## src/rtl/drs_pkg.sv

```systemverilog
package drs_pkg;

   localparam int QUEUE_DEPTH = 16;
   localparam int IDX_W       = (QUEUE_DEPTH > 1) ? $clog2(QUEUE_DEPTH) : 1;
   localparam int CNT_W       = $clog2(QUEUE_DEPTH + 1);

   localparam int ID_W     = 16;
   localparam int STAMP_W  = 32;
   localparam int CYL_W    = 16;
   localparam int ADDR_W   = 32;
   localparam int PROC_W   = 16;
   localparam int POLICY_W = 2;

   localparam logic OP_ARRIVE   = 1'b0;
   localparam logic OP_COMPLETE = 1'b1;

   localparam logic [POLICY_W-1:0] POL_FCFS = 2'd0;
   localparam logic [POLICY_W-1:0] POL_SSTF = 2'd1;
   localparam logic [POLICY_W-1:0] POL_LOOK = 2'd2;

   typedef struct packed {
      logic [ID_W-1:0]    id;
      logic [STAMP_W-1:0] stamp;
      logic [CYL_W-1:0]   cyl;
      logic [ADDR_W-1:0]  addr;
      logic [PROC_W-1:0]  proc_id;
   } entry_type;

   typedef struct packed {
      logic               found;
      logic [IDX_W-1:0]   idx;
      logic [CYL_W-1:0]   span;
      logic [STAMP_W-1:0] stamp;
   } cand_type;

endpackage

```

## src/rtl/drs_req_if.sv

```systemverilog
interface drs_req_if import drs_pkg::*; ();
   logic                valid;
   logic                ready;
   logic                operation;
   logic [ID_W-1:0]     ident;
   logic [STAMP_W-1:0]  arrival_time;
   logic [CYL_W-1:0]    cylinder;
   logic [ADDR_W-1:0]   disk_address;
   logic [PROC_W-1:0]   owner_process;
   logic [CYL_W-1:0]    head_cylinder;
   logic                scan_up;

   modport source (output valid, operation, ident, arrival_time, cylinder,
                   disk_address, owner_process, head_cylinder, scan_up,
                   input ready);
   modport sink (input valid, operation, ident, arrival_time, cylinder,
                 disk_address, owner_process, head_cylinder, scan_up,
                 output ready);
endinterface

interface drs_rsp_if import drs_pkg::*; ();
   logic                valid;
   logic                ready;
   logic                busy_res;
   logic [ID_W-1:0]     served_id;
   logic [STAMP_W-1:0]  served_time;
   logic [CYL_W-1:0]    served_cylinder;
   logic [ADDR_W-1:0]   served_address;
   logic [PROC_W-1:0]   served_process;
   logic                dropped;

   modport source (output valid, busy_res, served_id, served_time, served_cylinder,
                   served_address, served_process, dropped,
                   input ready);
   modport sink (input valid, busy_res, served_id, served_time, served_cylinder,
                 served_address, served_process, dropped,
                 output ready);
endinterface

interface drs_csr_if import drs_pkg::*; ();
   logic                valid;
   logic                ready;
   logic [POLICY_W-1:0] policy;

   modport source (output valid, policy, input ready);
   modport sink (input valid, policy, output ready);
endinterface

```

## src/rtl/disk_request_scheduler_core.sv

```systemverilog
// Disk request scheduler: one request in service plus a queue of QUEUE_DEPTH
// waiting requests held in arrival order in a synchronous memory with one read
// and one write port. Every accepted request yields exactly one result item. An
// arrival, or a completion with an empty queue, goes from idle straight to the
// output stage. A completion with a nonempty queue reads every queued entry once
// to choose the next request, picks it, then rereads the chosen entry and moves
// each later entry down one place, loads the output register and returns to
// idle; the memory read port delivers one entry per cycle. Items are taken one
// at a time; a new item is accepted while the previous result still waits on
// the output register.
module disk_request_scheduler_core import drs_pkg::*; (
   input  logic clock,
   input  logic reset,
   drs_req_if.sink   req_chan,
   drs_rsp_if.source rsp_chan,
   drs_csr_if.sink   csr_chan
);

   typedef enum logic [4:0] {
      ST_IDLE  = 5'b00001,
      ST_SCAN  = 5'b00010,
      ST_PICK  = 5'b00100,
      ST_SHIFT = 5'b01000,
      ST_DONE  = 5'b10000
   } state_type;

   function automatic cand_type cand_update(cand_type cur, cand_type nw, logic ok);
      logic wins;
      wins = !cur.found || (nw.span < cur.span) ||
             ((nw.span == cur.span) && (nw.stamp < cur.stamp));
      return (ok && wins) ? nw : cur;
   endfunction

   state_type           state_ff, state_in;
   logic [POLICY_W-1:0] policy_ff, policy_in;
   logic [CNT_W-1:0]    count_ff, count_in;
   logic                busy_ff, busy_in;
   entry_type           srv_ff, srv_in;
   logic                drop_ff, drop_in;
   logic [CYL_W-1:0]    head_ff, head_in;
   logic                up_ff, up_in;
   logic [CNT_W-1:0]    iss_ff, iss_in;
   logic                pend_ff, pend_in;
   logic [IDX_W-1:0]    pend_idx_ff, pend_idx_in;
   logic [IDX_W-1:0]    pick_ff, pick_in;
   cand_type            first_ff, first_in;
   cand_type            same_ff, same_in;
   cand_type            dir_ff, dir_in;
   cand_type            near_ff, near_in;
   logic                rsp_valid_ff, rsp_valid_in;
   logic                out_busy_ff, out_busy_in;
   entry_type           out_entry_ff, out_entry_in;
   logic                out_drop_ff, out_drop_in;

   entry_type           queue_mem [QUEUE_DEPTH];
   entry_type           rd_data_ff;
   logic                mem_we;
   logic [IDX_W-1:0]    mem_waddr;
   logic [IDX_W-1:0]    mem_raddr;
   entry_type           mem_wdata;

   logic                req_fire;
   entry_type           req_entry;
   logic [CYL_W-1:0]    rd_dist;
   cand_type            nw_time;
   cand_type            nw_dist;
   logic                dir_ok;

   assign req_chan.ready = (state_ff == ST_IDLE);
   assign req_fire       = req_chan.valid && req_chan.ready;
   assign csr_chan.ready = 1'b1;

   assign req_entry.id      = req_chan.ident;
   assign req_entry.stamp   = req_chan.arrival_time;
   assign req_entry.cyl     = req_chan.cylinder;
   assign req_entry.addr    = req_chan.disk_address;
   assign req_entry.proc_id = req_chan.owner_process;

   assign rd_dist = (rd_data_ff.cyl >= head_ff) ? rd_data_ff.cyl - head_ff
                                                : head_ff - rd_data_ff.cyl;
   assign dir_ok  = up_ff ? (rd_data_ff.cyl > head_ff) : (rd_data_ff.cyl < head_ff);

   always_comb begin
      nw_time.found = 1'b1;
      nw_time.idx   = pend_idx_ff;
      nw_time.span  = '0;
      nw_time.stamp = rd_data_ff.stamp;
      nw_dist       = nw_time;
      nw_dist.span  = rd_dist;
   end

   always_comb begin
      state_in     = state_ff;
      policy_in    = policy_ff;
      count_in     = count_ff;
      busy_in      = busy_ff;
      srv_in       = srv_ff;
      drop_in      = drop_ff;
      head_in      = head_ff;
      up_in        = up_ff;
      iss_in       = iss_ff;
      pend_in      = 1'b0;
      pend_idx_in  = pend_idx_ff;
      pick_in      = pick_ff;
      first_in     = first_ff;
      same_in      = same_ff;
      dir_in       = dir_ff;
      near_in      = near_ff;
      rsp_valid_in = rsp_valid_ff && !rsp_chan.ready;
      out_busy_in  = out_busy_ff;
      out_entry_in = out_entry_ff;
      out_drop_in  = out_drop_ff;
      mem_we       = 1'b0;
      mem_waddr    = count_ff[IDX_W-1:0];
      mem_wdata    = req_entry;
      mem_raddr    = '0;

      if (csr_chan.valid) begin
         policy_in = csr_chan.policy;
      end

      unique case (state_ff)
         ST_IDLE: begin
            if (req_fire) begin
               drop_in  = 1'b0;
               head_in  = req_chan.head_cylinder;
               up_in    = req_chan.scan_up;
               iss_in   = '0;
               first_in = '0;
               same_in  = '0;
               dir_in   = '0;
               near_in  = '0;
               state_in = ST_DONE;
               if (req_chan.operation == OP_ARRIVE) begin
                  if (!busy_ff) begin
                     busy_in = 1'b1;
                     srv_in  = req_entry;
                  end else if (count_ff < CNT_W'(QUEUE_DEPTH)) begin
                     mem_we   = 1'b1;
                     count_in = count_ff + CNT_W'(1);
                  end else begin
                     drop_in = 1'b1;
                  end
               end else if (count_ff == '0) begin
                  busy_in = 1'b0;
                  srv_in  = '0;
               end else begin
                  state_in = ST_SCAN;
               end
            end
         end
         ST_SCAN: begin
            if (pend_ff) begin
               first_in = cand_update(first_ff, nw_time, 1'b1);
               same_in  = cand_update(same_ff, nw_time, rd_data_ff.cyl == head_ff);
               dir_in   = cand_update(dir_ff, nw_dist, dir_ok);
               near_in  = cand_update(near_ff, nw_dist, 1'b1);
            end
            if (iss_ff < count_ff) begin
               mem_raddr   = iss_ff[IDX_W-1:0];
               pend_in     = 1'b1;
               pend_idx_in = iss_ff[IDX_W-1:0];
               iss_in      = iss_ff + CNT_W'(1);
            end else if (!pend_ff) begin
               state_in = ST_PICK;
            end
         end
         ST_PICK: begin
            case (policy_ff)
               POL_SSTF: pick_in = near_ff.idx;
               POL_LOOK: begin
                  if (same_ff.found) begin
                     pick_in = same_ff.idx;
                  end else if (dir_ff.found) begin
                     pick_in = dir_ff.idx;
                  end else begin
                     pick_in = near_ff.idx;
                  end
               end
               default: pick_in = first_ff.idx;
            endcase
            iss_in   = CNT_W'(pick_in);
            state_in = ST_SHIFT;
         end
         ST_SHIFT: begin
            // chosen entry goes into service, later entries move down one place
            if (pend_ff) begin
               if (pend_idx_ff == pick_ff) begin
                  busy_in = 1'b1;
                  srv_in  = rd_data_ff;
               end else begin
                  mem_we    = 1'b1;
                  mem_waddr = pend_idx_ff - IDX_W'(1);
                  mem_wdata = rd_data_ff;
               end
            end
            if (iss_ff < count_ff) begin
               mem_raddr   = iss_ff[IDX_W-1:0];
               pend_in     = 1'b1;
               pend_idx_in = iss_ff[IDX_W-1:0];
               iss_in      = iss_ff + CNT_W'(1);
            end else if (!pend_ff) begin
               count_in = count_ff - CNT_W'(1);
               state_in = ST_DONE;
            end
         end
         ST_DONE: begin
            // hold until the output register is free
            if (!rsp_valid_ff || rsp_chan.ready) begin
               rsp_valid_in = 1'b1;
               out_busy_in  = busy_ff;
               out_entry_in = srv_ff;
               out_drop_in  = drop_ff;
               state_in     = ST_IDLE;
            end
         end
         default: state_in = ST_IDLE;
      endcase
   end

   always_ff @(posedge clock) begin
      if (mem_we) begin
         queue_mem[mem_waddr] <= mem_wdata;
      end
      rd_data_ff <= queue_mem[mem_raddr];
   end

   always_ff @(posedge clock) begin
      if (reset) begin
         state_ff     <= ST_IDLE;
         policy_ff    <= POL_FCFS;
         count_ff     <= '0;
         busy_ff      <= 1'b0;
         srv_ff       <= '0;
         pend_ff      <= 1'b0;
         rsp_valid_ff <= 1'b0;
      end else begin
         state_ff     <= state_in;
         policy_ff    <= policy_in;
         count_ff     <= count_in;
         busy_ff      <= busy_in;
         srv_ff       <= srv_in;
         pend_ff      <= pend_in;
         rsp_valid_ff <= rsp_valid_in;
      end
   end

   always_ff @(posedge clock) begin
      drop_ff      <= drop_in;
      head_ff      <= head_in;
      up_ff        <= up_in;
      iss_ff       <= iss_in;
      pend_idx_ff  <= pend_idx_in;
      pick_ff      <= pick_in;
      first_ff     <= first_in;
      same_ff      <= same_in;
      dir_ff       <= dir_in;
      near_ff      <= near_in;
      out_busy_ff  <= out_busy_in;
      out_entry_ff <= out_entry_in;
      out_drop_ff  <= out_drop_in;
   end

   assign rsp_chan.valid           = rsp_valid_ff;
   assign rsp_chan.busy_res        = out_busy_ff;
   assign rsp_chan.served_id       = out_entry_ff.id;
   assign rsp_chan.served_time     = out_entry_ff.stamp;
   assign rsp_chan.served_cylinder = out_entry_ff.cyl;
   assign rsp_chan.served_address  = out_entry_ff.addr;
   assign rsp_chan.served_process  = out_entry_ff.proc_id;
   assign rsp_chan.dropped         = out_drop_ff;

endmodule
```

## src/flat_wrapper.sv

```systemverilog
// flat-port wrapper written by rule: the top's interface ports become plain ports
module disk_request_scheduler_core_flat import drs_pkg::*;
  (clock, reset, req_chan_valid, req_chan_operation, req_chan_ident, req_chan_arrival_time, req_chan_cylinder, req_chan_disk_address, req_chan_owner_process, req_chan_head_cylinder, req_chan_scan_up, req_chan_ready, rsp_chan_valid, rsp_chan_busy_res, rsp_chan_served_id, rsp_chan_served_time, rsp_chan_served_cylinder, rsp_chan_served_address, rsp_chan_served_process, rsp_chan_dropped, rsp_chan_ready, csr_chan_valid, csr_chan_policy, csr_chan_ready);
  drs_req_if req_chan_i ();
  drs_rsp_if rsp_chan_i ();
  drs_csr_if csr_chan_i ();
  input  logic clock;
  input  logic reset;
  input wire logic [$bits(req_chan_i.valid)-1:0] req_chan_valid;
  input wire logic [$bits(req_chan_i.operation)-1:0] req_chan_operation;
  input wire logic [$bits(req_chan_i.ident)-1:0] req_chan_ident;
  input wire logic [$bits(req_chan_i.arrival_time)-1:0] req_chan_arrival_time;
  input wire logic [$bits(req_chan_i.cylinder)-1:0] req_chan_cylinder;
  input wire logic [$bits(req_chan_i.disk_address)-1:0] req_chan_disk_address;
  input wire logic [$bits(req_chan_i.owner_process)-1:0] req_chan_owner_process;
  input wire logic [$bits(req_chan_i.head_cylinder)-1:0] req_chan_head_cylinder;
  input wire logic [$bits(req_chan_i.scan_up)-1:0] req_chan_scan_up;
  output wire logic [$bits(req_chan_i.ready)-1:0] req_chan_ready;
  output wire logic [$bits(rsp_chan_i.valid)-1:0] rsp_chan_valid;
  output wire logic [$bits(rsp_chan_i.busy_res)-1:0] rsp_chan_busy_res;
  output wire logic [$bits(rsp_chan_i.served_id)-1:0] rsp_chan_served_id;
  output wire logic [$bits(rsp_chan_i.served_time)-1:0] rsp_chan_served_time;
  output wire logic [$bits(rsp_chan_i.served_cylinder)-1:0] rsp_chan_served_cylinder;
  output wire logic [$bits(rsp_chan_i.served_address)-1:0] rsp_chan_served_address;
  output wire logic [$bits(rsp_chan_i.served_process)-1:0] rsp_chan_served_process;
  output wire logic [$bits(rsp_chan_i.dropped)-1:0] rsp_chan_dropped;
  input wire logic [$bits(rsp_chan_i.ready)-1:0] rsp_chan_ready;
  input wire logic [$bits(csr_chan_i.valid)-1:0] csr_chan_valid;
  input wire logic [$bits(csr_chan_i.policy)-1:0] csr_chan_policy;
  output wire logic [$bits(csr_chan_i.ready)-1:0] csr_chan_ready;
  assign req_chan_i.valid = req_chan_valid;
  assign req_chan_i.operation = req_chan_operation;
  assign req_chan_i.ident = req_chan_ident;
  assign req_chan_i.arrival_time = req_chan_arrival_time;
  assign req_chan_i.cylinder = req_chan_cylinder;
  assign req_chan_i.disk_address = req_chan_disk_address;
  assign req_chan_i.owner_process = req_chan_owner_process;
  assign req_chan_i.head_cylinder = req_chan_head_cylinder;
  assign req_chan_i.scan_up = req_chan_scan_up;
  assign req_chan_ready = req_chan_i.ready;
  assign rsp_chan_valid = rsp_chan_i.valid;
  assign rsp_chan_busy_res = rsp_chan_i.busy_res;
  assign rsp_chan_served_id = rsp_chan_i.served_id;
  assign rsp_chan_served_time = rsp_chan_i.served_time;
  assign rsp_chan_served_cylinder = rsp_chan_i.served_cylinder;
  assign rsp_chan_served_address = rsp_chan_i.served_address;
  assign rsp_chan_served_process = rsp_chan_i.served_process;
  assign rsp_chan_dropped = rsp_chan_i.dropped;
  assign rsp_chan_i.ready = rsp_chan_ready;
  assign csr_chan_i.valid = csr_chan_valid;
  assign csr_chan_i.policy = csr_chan_policy;
  assign csr_chan_ready = csr_chan_i.ready;
  disk_request_scheduler_core u_core (.clock(clock), .reset(reset), .req_chan(req_chan_i), .rsp_chan(rsp_chan_i), .csr_chan(csr_chan_i));
endmodule
```

## config.mk

```make
export PLATFORM = sky130hd
export DESIGN_NAME = disk_request_scheduler_core_flat
export DESIGN_NICKNAME = d
export VERILOG_FILES = /design/src/rtl/drs_pkg.sv /design/src/rtl/drs_req_if.sv /design/src/rtl/disk_request_scheduler_core.sv /design/src/flat_wrapper.sv
export SDC_FILE = /design/constraint.sdc
export NUM_CORES = 2
export LEC_CHECK = 0
export ABC_AREA = 1
export BUFFER_PORTS_ARGS = -buffer_cell sky130_fd_sc_hd__clkbuf_2
export CAP_MARGIN = 10
export CORE_AREA = 2 2 453 455
export DETAILED_ROUTE_END_ITERATION = 10
export DIE_AREA = 0 0 455 457
export PLACE_DENSITY = 0.68
export SLEW_MARGIN = 30
export SYNTH_ARGS = -nofsm -noshare
export SYNTH_HDL_FRONTEND = slang
export SYNTH_SLANG_ARGS = --single-unit
```

## constraint.sdc

```tcl
create_clock -name clock -period 7.66 [get_ports clock]
set_clock_uncertainty 0.15 [all_clocks]
set_input_delay 1.532 -clock clock [delete_from_list [all_inputs] [get_ports clock]]
set_output_delay 1.532 -clock clock [all_outputs]
set_load 0.005 [all_outputs]
```

After elaboration in Yosys (flattened, before gate mapping)
Memory sizes are Yosys's and may differ from the RTL's. A register that Yosys moved wholly into a read port is not among the register bits.
Cells that the tools add are included.
{ "word_totals": {"ff_bits": 484, "ramBits": 1792, "in_bits": 137, "wordCells": 207, "n_memories": 1} }
{ "mem_list": {"columns": ["memory", "depth", "width", "read_ports", "rd_clocked_by_memory_dff", "wr", "line_no", "source"], "rows": [
  ["u_core.queue_mem", 16, 112, 1, 1, 1, "disk_request_scheduler_core.sv:55", "entry_type queue_mem [QUEUE_DEPTH];"]
]} }
{ "op_classes": {"addsub": 6, "order_cmp": 13, "n_eq_ne": 30, "mux": 71, "bitwise_logic": 2, "n_reduce_logical": 44} }
{ "ops": {"columns": ["op", "n"], "rows": [
  ["2-to-1 mux 112 bit", 9],
  ["2-to-1 mux 53 bit", 9],
  ["one-hot mux 53 bit (2 select lines)", 4],
  ["one-hot mux 112 bit (2 select lines)", 1],
  ["< comparator 32 bit", 4],
  ["2-to-1 mux 5 bit", 16],
  ["equality test 16 bit", 3],
  ["< comparator 16 bit", 3],
  ["zero test 16 bit", 2],
  ["< comparator 1 x 16 -> 1 bit, first input constant", 2],
  ["subtractor 16 bit", 2],
  ["2-to-1 mux 4 bit", 7],
  ["one-hot mux 5 bit (5 select lines)", 1],
  ["2-to-1 mux 1 bit", 18],
  ["inequality test 2 x 1 -> 1 bit, second input constant", 9],
  ["greater-or-equal comparator 16 bit", 1],
  ["> comparator 16 bit", 1],
  ["2-to-1 mux 16 bit", 1],
  ["inequality test 2 bit, second input constant", 8],
  ["AND reduction 4 bit", 4],
  ["one-hot mux 5 bit (3 select lines)", 1],
  ["AND reduction 6 bit", 2],
  ["adder 5 x 1 -> 5 bit, second input constant", 2],
  ["one-hot mux 5 bit (2 select lines)", 1],
  ["other kinds (27)", 55]
]} }

Longest topological paths before layout
{ "logic_depth": {"depth_word": 9, "ltp_mapped": 28, "ltp_nobuf": 26} }

Least setup slack after synthesis
Ideal clock, no wire load.
{ "synth_timing": {"path_kind": "input-to-reg", "start": "input rsp_chan_ready", "end": "register u_core.out_busy_ff, in the netlist u_core.rsp_chan.busy_res, enable pin", "setup_ps": 625, "arrival_time_ps": 7093, "path_slack_ps": -208, "cell_stages": 2, "path_buffers": 0, "cell_sequence": "inv_1 a21oi_1"} }
{ "synth_via": {"elab_chain_cells": 2} }
{ "synth_lines": {"columns": ["element", "line_no", "source"], "rows": [
  ["start: declaration", "flat_wrapper.sv:27", "input wire logic [$bits(rsp_chan_i.ready)-1:0] rsp_chan_ready;"],
  ["logical OR 1 bit", "disk_request_scheduler_core.sv:209", "if (!rsp_valid_ff || rsp_chan.ready) begin"],
  ["AND reduction 2 bit (no line)", null, null],
  ["end signal: assignment", "disk_request_scheduler_core.sv:259", "out_busy_ff <= out_busy_in;"],
  ["end: declaration", "disk_request_scheduler_core.sv:51", "logic out_busy_ff, out_busy_in;"]
]} }
Every way passes these cells.
A chain may end at the register's enable or synchronous reset.

Final worst setup path
{ "layout_timing": {"start": "register u_core.rd_data_ff[48] (netlist name)", "end": "register u_core.near_ff[12] (netlist bit), enable pin"} }
{ "layout_via": {"elab_chain_cells": 7} }
{ "layout_lines": {"columns": ["element", "line_no", "source"], "rows": [
  ["subtractor 16 bit (tied with other cells)", "disk_request_scheduler_core.sv:80", ": head_ff - rd_data_ff.cyl;"],
  ["2-to-1 mux 16 bit (*)", "disk_request_scheduler_core.sv:79", "assign rd_dist = (rd_data_ff.cyl >= head_ff) ? rd_data_ff.cyl - head_ff"],
  ["< comparator 16 bit or equality test 16 bit (tied branches)", "disk_request_scheduler_core.sv:29, disk_request_scheduler_core.sv:30", null],
  ["logical OR 1 bit or logical AND 1 bit (tied branches)", "disk_request_scheduler_core.sv:29, disk_request_scheduler_core.sv:30", null],
  ["logical OR 1 bit (*)", "disk_request_scheduler_core.sv:29", "wins = !cur.found || (nw.span < cur.span) ||"],
  ["inequality test 2 x 1 -> 1 bit (no line) (*)", null, null],
  ["AND reduction 4 bit (no line) (*)", null, null],
  ["end signal: assignment", "disk_request_scheduler_core.sv:258", "near_ff <= near_in;"],
  ["end: declaration", "disk_request_scheduler_core.sv:49", "cand_type near_ff, near_in;"]
]} }
Every way passes the cells marked *; elsewhere a longest branch is shown, timed or not.

==> flow_metrics.tcl <==
set metrics [dict create \
    final_nets 10050 \
    clock.fmax_mhz 177.0 \
    status "completed" \
    die_x_um 455 \
    post-route-period-util_pct 73.76 \
    ys_seq_area_share_pct 67.56 \
    ys_top_cells_by_area "edfxtp_1 63%, nand2_1 6.0%, nand3_1 5.8%" \
    io-pin-count 254 \
    synth_cell_types 43 \
    worstPathArrival_ns 6.04 \
    holdWs_ns 0.2702 \
    synth.avg_cell_area_um2 10.64 \
    worst_path_max_delay_cell "inv_1" \
    cts_resized 0 \
    overflow 0 \
    crit-reg2reg-launch "u_core.rd_data_ff[48]" \
    path_class "register to register" \
    path_max_fanout 24 \
    rows 166 \
    setup_viol 0 \
    gp_congestion 0.8862 \
    syn_area_um2 101200 \
    clkLatencyLatePin_ns 0.88 \
    period_needed_ns 5.650 \
    synth_top_area_share_pct 62.83 \
    setup_tns_ns 0 \
    synth-edff-count 2117 \
    final_max_slew_viol_count 0 \
    track_usage_pct 26.46 \
    yosysWarnings 0 \
    drtIter0Drc 8811 \
    cp_top_family "simple AND/OR/NAND/NOR gates" \
    hp-class "register to register" \
    ys.flop_type "edfxtp_1" \
    htree_levels 4 \
    die_h_um 457 \
    cap_viol_max_count 0 \
    clkTransAtPathRegs_ns 0.06 \
    synth_nets 9844 \
    initial_core_util_pct 49.76 \
    holdBufCountCts 0 \
    path_common_cell "nand2_1" \
    core_area_um2 203300 \
    grt_pass1_wl_mm 415.7 \
    syn_inst 9506 \
    power_density_nw_per_um2 292.0 \
    hpwl_mm 144.8 \
    grt_max_degree 204 \
    dieArea_um2 207900 \
    clock-sinks 2356 \
    grt_pass1_vias 67230 \
    cts_root_buf "clkbuf_16" \
    num_vias 69460 \
    finalHoldViolCount 0 \
    rr_worst_depth 25 \
    async_reset_ff_share_pct 0 \
    ir_drop_mv 0.3726 \
    area_delta_synth_final_pct 12.42 \
    slew_headroom_pct 26.31 \
    reg2reg_to "u_core.near_ff[12]" \
    cts_inserted_buffers 232 \
    end_kind "register" \
    synth-seq-cells 2356 \
    drive_gt1_share_pct 9.820 \
    drc_errors 0 \
    worstPathRequired_ns 8.05 \
    rsz0062_at_grt "false" \
    yosysMostFrequentCell "edfxtp_1" \
    numPortBuffers 252 \
    cts_tree "done" \
    timing.critical_path.depth 25 \
    fillers 16640 \
    crit_buf_inv 7 \
    p_leak_uw 0.04611 \
    drt-total-wl_mm 277.4 \
    grt_antenna_before_repair 12 \
    crit_start "u_core.rd_data_ff[48]" \
    cts_buffer_depth 3 \
    endpoint "u_core.near_ff[12]" \
    yosys.area.top_type "edfxtp_1" \
    ys_top_cells_by_count "2117 x edfxtp_1, 1607 x nand2_1, 1312 x inv_1" \
    max_stage_delay_ns 0.51 \
    antenna_left 0 \
    postCtsSetupRepairBufs 0 \
    tightest_slew_ns 1.105 \
    critPathLaunchType "register" \
    first_pass_iters 6 \
    routedWlPerCell_um 21.99 \
    vias_per_cell 5.506 \
    r2r_slack_ns 2.01 \
]
## stage by stage
stage               instances  util (%)  power, µW  cell area [µm²]  worst slack (ns)
finish                  12610     55.94      33220           113700             2.010
global route            12610     55.94      34690           113700             1.434
CTS                     12610     55.90      33330           113700             1.978
detailed placement      12160     52.07      21850           105900             1.987
global placement        12160     52.03      21680           105800             2.173
floorplan                9506         -      19930           101200           0.05313
## metal layers
layer	share of wire, %	up-vias	track usage, %
met1	41	33570	37.11
met2	46	3209	41.74
li1	-	32170	-
met3	8.4	518	3.418
met5	0	-	0
met4	4.1	0	10.90
## logic make-up (layout without fill, tap and decap cells)
kind of cell               count (synthesis)  in the layout  synth area share (%)
DFF                                     2356           2356                 67.56
AOI/OAI and AO/OA                        960            960                 4.906
adders and majority gates                201            201                 2.508
other                                      1              8              0.003706
buffers and inverters                   1809           2222                 7.087
xor gates and xnor gates                  32             32                0.2770
and+or+nand+nor                         4147           4147                 17.66
## power by group
group	switching [µW]	total, µW	leakage (µW)	internal [µW]
clock	4960	11600	0.00379	6610
sequential	507	15900	0.0212	15400
combinational	4020	5730	0.0211	1710
total	9490	33200	0.0461	23700
## worst register-to-register path: stages, from the launching register on
cell	delay (ns)
dfxtp_1	0.32
inv_1	0.11
ha_1	0.17
inv_1	0.05
fa_1	0.42
nand2_1	0.10
nand2_1	0.12
a21oi_1	0.14
o21ai_1	0.10
nand2_1	0.10
nand3_1	0.43
inv_1	0.51
nand2_1	0.10
nand2_1	0.12
inv_1	0.07
ha_1	0.29
nand2_1	0.06
inv_1	0.08
nand3_1	0.06
or2_2	0.30
nor4_1	0.23
nand3_1	0.12
nand3_1	0.10
nand2_1	0.07
inv_2	0.51
buf_4	0.46
## layout by cell type, fill, tap and decap left out, drive strengths merged, types with 3 or more instances in the layout
cell	count
nand2	1609
nand3	1177
ha	198
clkinvlp	10
nand4	16
fa	3
clkbuf	585
buf	207
bufinv	21
a21o	4
o211ai	7
nor2	1102
dfxtp	239
xor2	28
nor3	10
nor4	5
a31oi	51
or2	114
diode	7
o21bai	9
o21ai	640
xnor2	4
a21oi	233
clkinv	74
edfxtp	2117
nand3b	114
inv	1325
o21a	8
## cell type report
type,count,area [µm²],area share [%]
clock buffers,334,6470,5.688
flip-flops and latches,2356,68360,60.10
diodes,7,17.52,0.01540
multi-input cells,5341,25880,22.75
clock inverters,111,1311,1.153
well taps,2688,3363,2.957
inverters,1319,5005,4.400
repair buffers,458,3347,2.943
## worst min-delay path by stage
stage,startpoint,endpoint,cells after the start
6_report,u_core.drop_ff,u_core.rsp_chan.dropped,0
3_3_place_gp,u_core.srv_ff[77],u_core.rsp_chan.served_time[13],0
5_1_grt,u_core.srv_ff[93],u_core.rsp_chan.served_time[29],0
4_1_cts,u_core.drop_ff,u_core.rsp_chan.dropped,0
2_1_floorplan,u_core.drop_ff,u_core.rsp_chan.dropped,0
3_5_place_dp,u_core.drop_ff,u_core.rsp_chan.dropped,0
## flip-flops by register name, indices dropped and copies added, names as in the netlist, 5 cells and up
| name | flops |
|---|---|
| u_core.count_ff | 5 |
| u_core.dir_ff | 53 |
| u_core.first_ff | 37 |
| u_core.head_ff | 16 |
| u_core.iss_ff | 5 |
| u_core.near_ff | 53 |
| u_core.nw_dist | 32 |
| u_core.queue_mem | 1792 |
| u_core.rd_data_ff | 80 |
| u_core.rsp_chan.served_address | 32 |
| u_core.rsp_chan.served_cylinder | 16 |
| u_core.rsp_chan.served_id | 16 |
| u_core.rsp_chan.served_process | 16 |
| u_core.rsp_chan.served_time | 32 |
| u_core.same_ff | 37 |
| u_core.srv_ff | 112 |
| u_core.state_ff | 5 |
(Power assumes the default switching activity.)
